$ cat src/sv/cob_pkg.sv
// Shared constants, types and helpers for the cursor overlay blend.
// No dependencies; compiled before every other file of the block.
package cob_pkg;

	localparam int CURSOR_MAX_DIM = 64;
	localparam int DIM_W          = $clog2(CURSOR_MAX_DIM);
	localparam int CW_W           = $clog2(CURSOR_MAX_DIM + 1);
	localparam int STORE_DEPTH    = CURSOR_MAX_DIM * CURSOR_MAX_DIM;
	localparam int ADDR_W         = $clog2(STORE_DEPTH);
	localparam int LIM_W          = 2 * CW_W;
	localparam int PROD_W         = DIM_W + CW_W;

	localparam int QUEUE_DEPTH    = 4;
	localparam int QPTR_W         = $clog2(QUEUE_DEPTH);

	localparam int CFG_IDX_W      = 3;
	localparam int CFG_DATA_W     = 15;

	localparam logic [CFG_IDX_W-1:0] REG_CURSOR_X      = 3'd0;
	localparam logic [CFG_IDX_W-1:0] REG_CURSOR_Y      = 3'd1;
	localparam logic [CFG_IDX_W-1:0] REG_CURSOR_WIDTH  = 3'd2;
	localparam logic [CFG_IDX_W-1:0] REG_CURSOR_HEIGHT = 3'd3;
	localparam logic [CFG_IDX_W-1:0] REG_IMAGE_WIDTH   = 3'd4;
	localparam logic [CFG_IDX_W-1:0] REG_IMAGE_HEIGHT  = 3'd5;

	localparam logic CMD_LOAD  = 1'b0;
	localparam logic CMD_PIXEL = 1'b1;

	typedef struct packed {
		logic              is_pixel;
		logic              hit;
		logic              last;
		logic [ADDR_W-1:0] addr;
		logic [31:0]       data;
	} cob_entry_t;

	function automatic logic [CW_W-1:0] sat_dim(input logic [6:0] v);
		if (int'(v) > CURSOR_MAX_DIM) begin
			return CW_W'(CURSOR_MAX_DIM);
		end
		return CW_W'(v);
	endfunction

	// x / 255 for x below 65280
	function automatic logic [7:0] div255(input logic [15:0] x);
		logic [16:0] s;
		s = 17'(x) + 17'd1 + 17'(x[15:8]);
		return s[15:8];
	endfunction

endpackage

$ cat src/sv/cob_queue.sv
// Short first-in first-out queue between the front and back ends.
// Depends on cob_pkg.
module cob_queue import cob_pkg::*; (
	input  logic       clk,
	input  logic       arst_n,
	input  logic       push,
	input  cob_entry_t push_data,
	output logic       full,
	input  logic       pop,
	output cob_entry_t pop_data,
	output logic       empty
);

	cob_entry_t        slot_q [QUEUE_DEPTH];
	logic [QPTR_W-1:0] wr_ptr_q;
	logic [QPTR_W-1:0] rd_ptr_q;
	logic [QPTR_W:0]   count_q;

	assign full     = count_q == (QPTR_W+1)'(QUEUE_DEPTH);
	assign empty    = count_q == '0;
	assign pop_data = slot_q[rd_ptr_q];

	always_ff @(posedge clk or negedge arst_n) begin
		if (!arst_n) begin
			wr_ptr_q <= '0;
			rd_ptr_q <= '0;
			count_q  <= '0;
		end else begin
			if (push) begin
				wr_ptr_q <= wr_ptr_q + QPTR_W'(1);
			end
			if (pop) begin
				rd_ptr_q <= rd_ptr_q + QPTR_W'(1);
			end
			count_q <= count_q + (QPTR_W+1)'(push) - (QPTR_W+1)'(pop);
		end
	end

	always_ff @(posedge clk) begin
		if (push) begin
			slot_q[wr_ptr_q] <= push_data;
		end
	end

endmodule

$ cat config.mk
export PLATFORM = sky130hd
export DESIGN_NAME = cob_queue
export DESIGN_NICKNAME = d
export VERILOG_FILES = /design/src/sv/cob_pkg.sv /design/src/sv/cob_queue.sv
export SDC_FILE = /design/constraint.sdc
export NUM_CORES = 1
export LEC_CHECK = 0
export BUFFER_PORTS_ARGS = -buffer_cell sky130_fd_sc_hd__buf_4
export CAP_MARGIN = 5
export CORE_AREA = 5 5 125 127
export DETAILED_ROUTE_END_ITERATION = 7
export DIE_AREA = 0 0 130 132
export GPL_ROUTABILITY_DRIVEN = 0
export PLACE_DENSITY = 0.78
export RECOVER_POWER = 50
export SYNTH_ARGS = -nofsm -noshare
export SYNTH_HDL_FRONTEND = slang
export SYNTH_SLANG_ARGS = --single-unit
$ cat constraint.sdc
create_clock -name clk -period 2.3 [get_ports clk]
set_input_delay 0.115 -clock clk [delete_from_list [all_inputs] [get_ports clk]]
set_output_delay 0.115 -clock clk [all_outputs]
set_load 0.01 [all_outputs]
==> impl_metrics.py <==
metrics = {
    "clock_network": {
        "h-tree-depth": 4,
        "cts.root.buffer_cell": "clkbuf_16",
        "cts_buffer_depth": 2,
        "clk_latency_ns": 0.42,
        "cts_sinks": 195,
        "clkTransAtPathRegs_ns": 0.06,
        "cts_tree": "done",
        "cts_buffers": 17,
    },
    "global_route": {
        "overflow": 0,
        "grt_pass1_wl_um": 19910,
        "grt_pass1_vias": 3664,
        "antenna_found_initial": 0,
        "grt_max_degree": 48,
        "gr-usage-all-layers_pct": 15.70,
    },
    "synth": {
        "synth_xor_area_share_pct": 0.6088,
        "synth_top_family_by_area": "multiplexers",
        "synth_compound_gate_area_share_pct": 0.06958,
        "synth_cell_type_count": 19,
        "yosys_register_bits": 195,
        "synth_mux_area_share_pct": 14.82,
        "async_reset_ff_share_pct": 3.590,
        "syn-num-nets": 338,
        "synthAdderAreaFrac_pct": 1.322,
        "yosys.area_share.simple_pct": 0.6088,
        "synth-edff-count": 188,
        "ys.flop_type": "edfxtp_1",
        "yosysSeqAreaShare_pct": 80.92,
        "synth.cell_area_um2": 7193,
        "synthCells": 280,
        "yosys_warnings": 0,
        "avgSynthCellArea_um2": 25.69,
    },
    "final_layout": {
        "utilization_pct": 63.67,
        "drive_gt1_share_pct": 30.52,
        "diodes": 0,
        "mostFrequentLayoutCell": "edfxtp_1",
        "final_cell_mix": "edfxtp_1 (188), buf_4 (58), clkbuf_1 (52)",
        "fin_nets": 507,
        "syn_to_final_growth_pct": 26.70,
    },
    "worst_setup_path": {
        "regToRegEndpoint": "slot_q[3][17]",
        "path_max_fanout": 23,
        "crit-reg2reg-launch": "wr_ptr_q[0]",
        "end_kind": "output port",
        "reg2regPathDepth": 3,
        "cp.arrival_ns": 1.97,
        "cp-start-kind": "register",
        "worstPathRequired_ns": 2.18,
        "worstSetupPathType": "reg2out",
        "r2r_setup_slack_ns": 0.59,
    },
    "sta": {
        "setup_viol": 0,
        "final_hold_viol_count": 0,
        "final.setup_skew_ns": 0.005235,
        "slew_headroom_pct": 49.75,
        "rsz0062_at_grt": "no",
        "whs_ns": 0.1314,
        "fmax_mhz": 479.9,
        "tightest_slew_ns": 0.7537,
        "slew_violations": 0,
        "layout_min_cycle_time_ns": 2.084,
        "fin_crit_sh_pct": 90.60,
        "tns_ns": 0,
    },
    "place": {
        "port-buffer-count": 99,
        "dp_hpwl_um": 7522,
    },
    "pwr": {
        "intPower_mw": 8.191,
        "switching_share_pct": 27.48,
        "clockPowerShare_pct": 25.9,
        "p_per_area_nw_per_um2": 1239,
        "netSwitchingPower_mw": 3.105,
        "power_frac_seq_pct": 42.9,
        "power_frac_comb_pct": 31.2,
        "leakage_nw": 3.108,
        "peakVddDrop_uv": 744.4,
    },
    "detailed_routing": {
        "drc": 0,
        "drt-vias-per-instance": 5.211,
        "routed_wl_um": 12800,
        "detail_route.first_pass.iterations": 4,
        "wl_per_cell_um": 19.81,
        "vias": 3366,
        "ant_nets": 0,
        "drtIter0Drc": 192,
    },
    "die": {
        "initial_core_util_pct": 50.25,
        "die_y_um": 132,
        "ioPinCount": 100,
        "core_um2": 14310,
        "die_area_um2": 17160,
        "num_rows": 44,
        "die_width_um": 130,
    },
    "worst_hold_path": {
        "hold_class": "in2async",
    },
    "job": {
        "max-cap-violations": 0,
    },
    "run_status": {
        "status": "complete, no violations",
    },
}
cells by family after synthesis:
logic type | count (synthesis)
flops | 195
mux | 47
buf+inv | 17
simple gates | 8
fa+ha+maj | 7
xor+xnor | 5
compound gates | 1
power by group through the flow:
stage | combinational, mW | clock, mW | sequential [mW]
after floorplan | 2.15 | 0 | 4.86
final | 3.53 | 2.93 | 4.84
after global placement | 3.43 | 0 | 4.96
after CTS | 3.69 | 2.99 | 4.85
after detailed placement | 3.48 | 0 | 5.01
after global routing | 3.82 | 3.13 | 4.89
Yosys cell counts (2+ instances only):
| cell type | count | area, um^2 |
|---|---|---|
| buf_2 | 3 | 15.01 |
| mux4_1 | 2 | 52.55 |
| dfrtp_1 | 7 | 175.2 |
| buf_4 | 3 | 22.52 |
| inv_1 | 6 | 22.52 |
| xor2_1 | 3 | 26.28 |
| mux4_2 | 45 | 1013 |
| ha_1 | 6 | 75.07 |
| nand2_1 | 2 | 7.510 |
| and2_1 | 4 | 25.02 |
| xnor2_1 | 2 | 17.52 |
| edfxtp_1 | 188 | 5645 |
| clkbuf_1 | 2 | 7.510 |
| buf_12 | 2 | 40.04 |
per-stage QoR:
step / power, mW / cells / setup WS, ns / area [um^2]
finish: 11.30 / 646 / 0.2163 / 9114
global route: 11.84 / 646 / 0.1193 / 9114
CTS: 11.53 / 646 / 0.2599 / 9314
detailed placement: 8.487 / 561 / 0.4423 / 8198
global placement: 8.390 / 561 / 0.4401 / 8198
floorplan: 7.007 / 280 / 0.1453 / 7193
flip-flops by register name, indices dropped and copies added, names as in the netlist:
name and count:
wr_ptr_q 2, slot_q 188, count_q 3, rd_ptr_q 2
per-layer routing:
layer  vias to the layer above  track usage, %  routed length [um]
li1                       1522               -                   -
met1                      1723           20.96                5498
met2                       103           25.27                6421
met3                        18           3.849                 667
met4                         0           5.716                 207
met5                         -               0                   0
worst max-delay path, cell delays in order, from the launching register on:
cell and delay (ns):
dfrtp_1 0.53, buf_12 0.27, mux4_1 0.58, buf_4 0.16
cell type report:
cell class / count / area (um^2)
clock buffers: 20 / 436.7
clock inverters: 12 / 156.4
fillers: 1017 / 5200
inverters: 6 / 22.52
multi-input cells: 68 / 1259
flip-flops and latches: 195 / 5822
well taps: 184 / 230.2
repair buffers: 161 / 1187
how the worst max path moves through the flow:
stage	depth (start not counted)	slack, ns	endpoint	startpoint
CTS	3	0.26	pop_data[0]	rd_ptr_q[0]
global placement	3	0.44	pop_data[0]	rd_ptr_q[0]
finish	3	0.22	pop_data[0]	rd_ptr_q[0]
global route	3	0.12	pop_data[0]	rd_ptr_q[0]
detailed placement	3	0.44	pop_data[0]	rd_ptr_q[0]
floorplan	3	0.15	slot_q[0][0]	wr_ptr_q[0]
timing repair:
action,4_1_cts,5_1_grt
setup buffers,3,0
hold buffers,50,0
endpoints found under the setup margin,6,0
hold endpoints to repair,200,0
gates resized for setup,0,0
Power figures use the tool's default switching activity.
