--- src/sv/cob_pkg.sv ---
// Shared constants, types and helpers for the cursor overlay blend.
// No dependencies; compiled before every other file of the block.
package cob_pkg;

	localparam int CURSOR_MAX_DIM = 64;
	localparam int DIM_W          = $clog2(CURSOR_MAX_DIM);
	localparam int CW_W           = $clog2(CURSOR_MAX_DIM + 1);
	localparam int STORE_DEPTH    = CURSOR_MAX_DIM * CURSOR_MAX_DIM;
	localparam int ADDR_W         = $clog2(STORE_DEPTH);
	localparam int LIM_W          = 2 * CW_W;
	localparam int PROD_W         = DIM_W + CW_W;

	localparam int QUEUE_DEPTH    = 4;
	localparam int QPTR_W         = $clog2(QUEUE_DEPTH);

	localparam int CFG_IDX_W      = 3;
	localparam int CFG_DATA_W     = 15;

	localparam logic [CFG_IDX_W-1:0] REG_CURSOR_X      = 3'd0;
	localparam logic [CFG_IDX_W-1:0] REG_CURSOR_Y      = 3'd1;
	localparam logic [CFG_IDX_W-1:0] REG_CURSOR_WIDTH  = 3'd2;
	localparam logic [CFG_IDX_W-1:0] REG_CURSOR_HEIGHT = 3'd3;
	localparam logic [CFG_IDX_W-1:0] REG_IMAGE_WIDTH   = 3'd4;
	localparam logic [CFG_IDX_W-1:0] REG_IMAGE_HEIGHT  = 3'd5;

	localparam logic CMD_LOAD  = 1'b0;
	localparam logic CMD_PIXEL = 1'b1;

	typedef struct packed {
		logic              is_pixel;
		logic              hit;
		logic              last;
		logic [ADDR_W-1:0] addr;
		logic [31:0]       data;
	} cob_entry_t;

	function automatic logic [CW_W-1:0] sat_dim(input logic [6:0] v);
		if (int'(v) > CURSOR_MAX_DIM) begin
			return CW_W'(CURSOR_MAX_DIM);
		end
		return CW_W'(v);
	endfunction

	// x / 255 for x below 65280
	function automatic logic [7:0] div255(input logic [15:0] x);
		logic [16:0] s;
		s = 17'(x) + 17'd1 + 17'(x[15:8]);
		return s[15:8];
	endfunction

endpackage

--- src/sv/cob_if.sv ---
// Channel interfaces of the cursor overlay blend: item, result and register write.
// Depends on cob_pkg.
interface cob_item_if import cob_pkg::*; ();
	logic        valid;
	logic        ready;
	logic        cmd;
	logic [31:0] cursor_word;
	logic [7:0]  pixel_blue;
	logic [7:0]  pixel_green;
	logic [7:0]  pixel_red;
	logic [7:0]  pixel_extra;

	modport source (output valid, cmd, cursor_word, pixel_blue, pixel_green, pixel_red,
		pixel_extra, input ready);
	modport sink (input valid, cmd, cursor_word, pixel_blue, pixel_green, pixel_red,
		pixel_extra, output ready);
endinterface


interface cob_cfg_if import cob_pkg::*; ();
	logic                  valid;
	logic                  ready;
	logic [CFG_IDX_W-1:0]  index;
	logic [CFG_DATA_W-1:0] data;

	modport source (output valid, index, data, input ready);
	modport sink (input valid, index, data, output ready);
endinterface

--- src/sv/cob_front.sv ---
// Front end: registers, item acceptance, frame position and cursor address.
// Depends on cob_pkg and cob_if; feeds cob_queue.
module cob_front import cob_pkg::*; (
	input  logic       clk,
	input  logic       arst_n,
	cob_item_if.sink   item,
	cob_cfg_if.sink    cfg,
	input  logic       q_full,
	output logic       q_push,
	output cob_entry_t q_entry
);

	logic signed [14:0] cursor_x_q;
	logic signed [14:0] cursor_y_q;
	logic [6:0]         cursor_width_q;
	logic [6:0]         cursor_height_q;
	logic [13:0]        image_width_q;
	logic [13:0]        image_height_q;

	logic [ADDR_W-1:0]  load_index_q;
	logic [13:0]        column_q;
	logic [13:0]        row_q;

	logic               v_s1;
	logic               is_pixel_s1;
	logic               hit_s1;
	logic               last_s1;
	logic [DIM_W-1:0]   ci_s1;
	logic [DIM_W-1:0]   cj_s1;
	logic [ADDR_W-1:0]  laddr_s1;
	logic [31:0]        data_s1;

	logic [CW_W-1:0]    cw;
	logic [CW_W-1:0]    ch;
	logic               accept;
	logic signed [16:0] ci;
	logic signed [16:0] cj;
	logic               hit;
	logic               last_col;
	logic               last_row;
	logic [LIM_W-1:0]   limit;
	logic [LIM_W-1:0]   load_next;
	logic [PROD_W-1:0]  paddr;

	assign cfg.ready = 1'b1;

	always_ff @(posedge clk or negedge arst_n) begin
		if (!arst_n) begin
			cursor_x_q      <= '0;
			cursor_y_q      <= '0;
			cursor_width_q  <= '0;
			cursor_height_q <= '0;
			image_width_q   <= '0;
			image_height_q  <= '0;
		end else if (cfg.valid) begin
			case (cfg.index)
				REG_CURSOR_X:      cursor_x_q      <= cfg.data[14:0];
				REG_CURSOR_Y:      cursor_y_q      <= cfg.data[14:0];
				REG_CURSOR_WIDTH:  cursor_width_q  <= cfg.data[6:0];
				REG_CURSOR_HEIGHT: cursor_height_q <= cfg.data[6:0];
				REG_IMAGE_WIDTH:   image_width_q   <= cfg.data[13:0];
				REG_IMAGE_HEIGHT:  image_height_q  <= cfg.data[13:0];
				default: ;
			endcase
		end
	end

	always_comb begin
		cw        = sat_dim(cursor_width_q);
		ch        = sat_dim(cursor_height_q);
		accept    = item.valid && item.ready;
		ci        = $signed({3'b000, column_q}) - 17'(cursor_x_q);
		cj        = $signed({3'b000, image_height_q}) - 17'sd1 - 17'(cursor_y_q)
			- $signed({3'b000, row_q});
		hit       = !ci[16] && (ci[15:0] < 16'(cw)) && !cj[16] && (cj[15:0] < 16'(ch));
		last_col  = (15'(column_q) + 15'd1) >= 15'(image_width_q);
		last_row  = (15'(row_q) + 15'd1) >= 15'(image_height_q);
		limit     = LIM_W'(cw) * LIM_W'(ch);
		if (limit == '0) begin
			limit = LIM_W'(STORE_DEPTH);
		end
		load_next = LIM_W'(load_index_q) + LIM_W'(1);
		paddr     = PROD_W'(cj_s1) * PROD_W'(cw) + PROD_W'(ci_s1);
	end

	assign item.ready = !v_s1 || !q_full;
	assign q_push     = v_s1 && !q_full;

	always_comb begin
		q_entry.is_pixel = is_pixel_s1;
		q_entry.hit      = hit_s1;
		q_entry.last     = last_s1;
		q_entry.addr     = is_pixel_s1 ? paddr[ADDR_W-1:0] : laddr_s1;
		q_entry.data     = data_s1;
	end

	always_ff @(posedge clk or negedge arst_n) begin
		if (!arst_n) begin
			v_s1         <= 1'b0;
			load_index_q <= '0;
			column_q     <= '0;
			row_q        <= '0;
		end else begin
			if (accept) begin
				v_s1 <= 1'b1;
			end else if (q_push) begin
				v_s1 <= 1'b0;
			end
			if (accept && item.cmd == CMD_LOAD) begin
				load_index_q <= (load_next >= limit) ? '0 : load_next[ADDR_W-1:0];
			end
			if (accept && item.cmd == CMD_PIXEL) begin
				if (last_col) begin
					column_q <= '0;
					row_q    <= last_row ? '0 : row_q + 14'd1;
				end else begin
					column_q <= column_q + 14'd1;
				end
			end
		end
	end

	always_ff @(posedge clk) begin
		if (accept) begin
			is_pixel_s1 <= item.cmd == CMD_PIXEL;
			hit_s1      <= hit;
			last_s1     <= last_col && last_row;
			ci_s1       <= ci[DIM_W-1:0];
			cj_s1       <= cj[DIM_W-1:0];
			laddr_s1    <= load_index_q;
			data_s1     <= (item.cmd == CMD_LOAD) ? item.cursor_word
				: {item.pixel_extra, item.pixel_red, item.pixel_green, item.pixel_blue};
		end
	end

endmodule

--- src/flat_wrapper.sv ---
// flat-port wrapper written by rule: the top's interface ports become plain ports
module cob_front_flat import cob_pkg::*;
  (clk, arst_n, q_full, q_push, q_entry, item_valid, item_cmd, item_cursor_word, item_pixel_blue, item_pixel_green, item_pixel_red, item_pixel_extra, item_ready, cfg_valid, cfg_index, cfg_data, cfg_ready);
  cob_item_if item_i ();
  cob_cfg_if cfg_i ();
  input  logic clk;
  input  logic arst_n;
  input  logic q_full;
  output logic q_push;
  output cob_entry_t q_entry;
  input wire logic [$bits(item_i.valid)-1:0] item_valid;
  input wire logic [$bits(item_i.cmd)-1:0] item_cmd;
  input wire logic [$bits(item_i.cursor_word)-1:0] item_cursor_word;
  input wire logic [$bits(item_i.pixel_blue)-1:0] item_pixel_blue;
  input wire logic [$bits(item_i.pixel_green)-1:0] item_pixel_green;
  input wire logic [$bits(item_i.pixel_red)-1:0] item_pixel_red;
  input wire logic [$bits(item_i.pixel_extra)-1:0] item_pixel_extra;
  output wire logic [$bits(item_i.ready)-1:0] item_ready;
  input wire logic [$bits(cfg_i.valid)-1:0] cfg_valid;
  input wire logic [$bits(cfg_i.index)-1:0] cfg_index;
  input wire logic [$bits(cfg_i.data)-1:0] cfg_data;
  output wire logic [$bits(cfg_i.ready)-1:0] cfg_ready;
  assign item_i.valid = item_valid;
  assign item_i.cmd = item_cmd;
  assign item_i.cursor_word = item_cursor_word;
  assign item_i.pixel_blue = item_pixel_blue;
  assign item_i.pixel_green = item_pixel_green;
  assign item_i.pixel_red = item_pixel_red;
  assign item_i.pixel_extra = item_pixel_extra;
  assign item_ready = item_i.ready;
  assign cfg_i.valid = cfg_valid;
  assign cfg_i.index = cfg_index;
  assign cfg_i.data = cfg_data;
  assign cfg_ready = cfg_i.ready;
  cob_front u_core (.clk(clk), .arst_n(arst_n), .item(item_i), .cfg(cfg_i), .q_full(q_full), .q_push(q_push), .q_entry(q_entry));
endmodule
--- config.mk ---
export PLATFORM = sky130hd
export DESIGN_NAME = cob_front_flat
export DESIGN_NICKNAME = d
export VERILOG_FILES = /design/src/sv/cob_pkg.sv /design/src/sv/cob_if.sv /design/src/sv/cob_front.sv /design/src/flat_wrapper.sv
export SDC_FILE = /design/constraint.sdc
export NUM_CORES = 1
export LEC_CHECK = 0
export ABC_CLOCK_PERIOD_IN_PS = 6200
export BUFFER_PORTS_ARGS = -buffer_cell sky130_fd_sc_hd__buf_2
export CELL_PAD_IN_SITES_DETAIL_PLACEMENT = 0
export CELL_PAD_IN_SITES_GLOBAL_PLACEMENT = 1
export CORE_ASPECT_RATIO = 1.4
export CORE_MARGIN = 1.5
export CORE_UTILIZATION = 43
export DETAILED_ROUTE_END_ITERATION = 16
export PLACE_DENSITY = 0.81
export SLEW_MARGIN = 5
export SYNTH_ARGS = -nofsm -noshare
export SYNTH_HDL_FRONTEND = slang
export SYNTH_SLANG_ARGS = --single-unit
--- constraint.sdc ---
create_clock -name clk -period 6.2 [get_ports clk]
set_clock_uncertainty 0.2 [all_clocks]
set_input_delay 0.93 -clock clk [delete_from_list [all_inputs] [get_ports clk]]
set_output_delay 0.93 -clock clk [all_outputs]
set_load 0.1 [all_outputs]
==> impl_metrics.tcl <==
set metrics [dict create \
    fin_ws_ps -31.6 \
    seq_area_frac_synth_pct 33.5 \
    finalHoldViolations 0 \
    synth_compound_area_share_pct 12.0 \
    fin_crit_ps 6230 \
    synth_xor_area_share_pct 5.81 \
    io_pins 138 \
    outcome "finished, violations left" \
    holdPathEnd "u_core.cursor_height_q[4]" \
    synth_edf_count 59 \
    finalSetupTns_ps -31.6 \
    power_density_mw_per_mm2 520 \
    drv_cap 0 \
    combinationalPowerShare_pct 67.7 \
    seq_power_share_pct 18.8 \
    cts_made_buffers 17 \
    critPathArrivalTime_ps 5100 \
    holdPathStages 1 \
    coreArea_mm2 0.0315 \
    syn_avg_cell_area_um2 9.54 \
    synth_top_family_by_area "adder cells" \
    synth_simple_gate_area_share_pct 14.4 \
    cts_tree "yes" \
    wl_per_cell_um 16.8 \
    clockBufferDepth 2 \
    swShare_pct 49.1 \
    antenna_found_initial 1 \
    grt_overflow_total 0 \
    async_flop_share_pct 65.7 \
    regToRegStartpoint "u_core.cursor_width_q[6]" \
    yosysWarnings 0 \
    synthFlopType "dfrtp_1" \
    cts_root_buffer "clkbuf_16" \
    syn_inst 1438 \
    relSlewSlack_pct 34.8 \
    grt_pass1_wl_um 54400 \
    dr.pass1.iters 5 \
    hp-start "u_core.cursor_height_q[4]" \
    clkTransAtPathRegs_ps 70 \
    die_h_um 214 \
    cts.sinks 172 \
    rrSetupSlack_ps 160 \
    drv_slew 0 \
    setup_viol 1 \
    tightest_slew_ps 973 \
    vias 10600 \
    die_w_um 154 \
    ctsHoldBuffers 0 \
    p_leak_nw 7.58 \
    violations "setup timing" \
    hpwl_um 26400 \
    die_area_mm2 0.0330 \
    initial_core_util_pct 43.5 \
    start_kind "register" \
    synth_cell_types 70 \
    drive_gt1_share_pct 22.6 \
    grt_pass1_vias 10800 \
    grt_max_degree 66 \
    hp-class "reg2reg" \
    cp.required_ps 5070 \
    wl_met2_um 18500 \
    r2r_end "u_core.load_index_q[11]" \
    viasPerCell 5.25 \
    route.met3.wl_um 575 \
    switching_power_mw 4.13 \
    cts.htree.levels 4 \
    ys_seq_elements 172 \
    timing.hold.ws_ps 312 \
    place_congestion 0.896 \
    syn_to_final_growth_pct 17.9 \
    muxShareOfSynthArea_pct 6.46 \
    finalCritPeriodShare_pct 101 \
    ir_drop_v 0.000607 \
    synth_fa_ha_area_share_pct 22.1 \
    drtIter0Drc 432 \
    top_layer_used "met4" \
    ant_nets 0 \
    syn-num-nets 1738 \
    syn_area_mm2 0.0137 \
    rsz0062_at_grt "true" \
    crit_type "reg2out" \
    drt-total-wl_um 33700 \
    fmax_mhz 160 \
    wl_met1_um 13800 \
    nNetsFinal 1903 \
    drcViolationCount 0 \
    p_int_mw 4.28 \
    clockPowerShare_pct 13.5 \
    port_buffers 136 \
    ff2ff_path_depth 26 \
    track_usage_pct 20.9 \
    rows 77 \
    critPathMaxFanout 8 \
    cp-end-kind "output port" \
    clock_latency_ps 450 \
]
## state kept, by name, summed over array words and instances (netlist names), 6 cells and up
name / cells
u_core.row_q: 14
u_core.cursor_x_q: 15
u_core.image_width_q: 14
u_core.column_q: 14
u_core.image_height_q: 14
u_core.cursor_y_q: 15
u_core.cj_s1: 6
u_core.cursor_width_q: 7
u_core.data_s1: 32
u_core.cursor_height_q: 7
u_core.ci_s1: 6
u_core.load_index_q: 12
u_core.laddr_s1: 12
## worst max path at each step
stage,from,endpoint,slack (ps)
after floorplan,u_core.cursor_width_q[6],q_entry[43],70
after global placement,u_core.cursor_width_q[6],u_core.load_index_q[1],70
after detailed placement,u_core.cursor_width_q[6],u_core.load_index_q[3],-120
after CTS,u_core.cursor_width_q[6],q_entry[43],-2
after global routing,u_core.cursor_width_q[6],q_entry[43],-220
final,u_core.cursor_width_q[6],q_entry[42],-30
## Yosys cell counts (2+ instances only)
library cell | instances | area [um^2]
a21boi_0 | 4 | 30.0
a21o_1 | 27 | 203
a21oi_1 | 51 | 255
a22o_1 | 8 | 70.1
a31o_2 | 2 | 17.5
a31oi_1 | 4 | 25.0
and2_1 | 21 | 131
and3_1 | 14 | 87.6
buf_4 | 4 | 30.0
clkbuf_1 | 35 | 131
dfrtp_1 | 113 | 2830
edfxtp_1 | 59 | 1770
fa_1 | 50 | 1000
ha_1 | 162 | 2030
inv_1 | 162 | 608
mux2_2 | 76 | 856
mux2i_1 | 3 | 30.0
nand2_1 | 135 | 507
nand2b_1 | 27 | 169
nand3_1 | 36 | 180
nand3b_1 | 3 | 22.5
nand4_1 | 9 | 56.3
nand4b_1 | 2 | 17.5
nor2_1 | 91 | 342
nor2b_1 | 22 | 138
nor3_1 | 23 | 115
nor3_2 | 2 | 20.0
nor3b_1 | 3 | 22.5
nor4_1 | 6 | 37.5
nor4b_1 | 2 | 17.5
o2111ai_1 | 2 | 17.5
o211ai_1 | 4 | 30.0
o21a_1 | 17 | 128
o21ai_0 | 118 | 591
o21ai_1 | 3 | 15.0
o21bai_1 | 6 | 45.0
o221ai_1 | 2 | 17.5
o31a_1 | 2 | 17.5
o31ai_1 | 2 | 15.0
or2_2 | 3 | 18.8
or3_1 | 3 | 18.8
or4_1 | 3 | 22.5
xnor2_1 | 67 | 587
xor2_1 | 24 | 210
## metrics by stage
| step | utilization, % | power (mW) | worst slack, ps | area, um^2 | std cells |
|---|---|---|---|---|---|
| after floorplan | - | 5.53 | 66.0 | 13700 | 1438 |
| after global placement | 47.8 | 6.83 | 66.3 | 15100 | 1960 |
| after detailed placement | 47.8 | 6.90 | -123 | 15100 | 1960 |
| after CTS | 50.6 | 8.30 | -1.62 | 15900 | 2008 |
| after global routing | 51.3 | 9.06 | -221 | 16200 | 2012 |
| final | 51.3 | 8.41 | -31.6 | 16200 | 2012 |
## power groups by stage
stage	clock (mW)	combinational, mW	sequential (mW)
after global routing	1.21	6.25	1.60
after detailed placement	0	5.30	1.59
final	1.14	5.69	1.58
after global placement	0	5.24	1.59
after floorplan	0	3.91	1.62
after CTS	1.16	5.56	1.58
## timing repair
action / CTS / global route
endpoints found under the setup margin: 13 / 15
buffers inserted: 16 / 3
pin swaps: 21 / 34
gates resized for setup: 34 / 40
## per-layer routing
metal	vias up	global-route usage [%]
met2	145	39.6
met1	5122	23.9
met5	-	0
met3	55	2.41
met4	0	7.48
li1	5243	-
## placed cells by master, fill, tap and decap left out, types with 6 or more instances in the layout
master,netlist,layout
a21o_1,27,26
a21oi_1,51,45
a21oi_2,1,7
a22o_1,8,8
and2_1,21,19
and3_1,14,13
buf_2,1,130
buf_4,4,45
buf_6,0,7
clkbuf_16,0,17
dfrtp_1,113,112
edfxtp_1,59,59
fa_1,50,50
ha_1,162,154
ha_4,0,8
inv_1,162,158
mux2_2,76,74
nand2_1,135,130
nand2b_1,27,27
nand3_1,36,36
nand4_1,9,9
nor2_1,91,88
nor2b_1,22,14
nor3_1,23,19
nor3_2,2,6
nor4_1,6,6
o21a_1,17,17
o21ai_0,118,113
o21ai_1,3,7
o21bai_1,6,6
xnor2_1,67,63
xor2_1,24,23
## critical path, stage by stage, from the launching register on
cell and delay [ps]:
dfrtp_2 520, buf_6 140, nor2b_4 40, buf_6 110, and2_4 140, fa_1 490
inv_2 40, fa_1 470, fa_1 510, inv_1 50, fa_1 520, ha_4 210
buf_4 130, a21o_1 190, a21o_1 180, nand3_1 80, a21oi_1 60, nor2_1 180
xnor2_2 130, mux2_4 290, buf_12 170
## final cells by class
class | count | area (um^2)
flip-flops and latches | 172 | 4600
repair buffers | 187 | 1170
multi-input cells | 1061 | 8660
diodes | 1 | 2.50
clock buffers | 17 | 425
well taps | 395 | 494
fillers | 2928 | 15300
inverters | 164 | 619
clock inverters | 15 | 204
## kinds of logic (layout without fill, tap and decap cells)
kind of cell,Yosys count,count (layout)
fa+ha+maj,212,212
buf+inv,205,383
compound gates,268,268
simple gates,410,410
mux,79,79
xor+xnor,91,91
flops,172,172
other cells,1,2
Note: power is estimated with default switching activity, not from simulation.
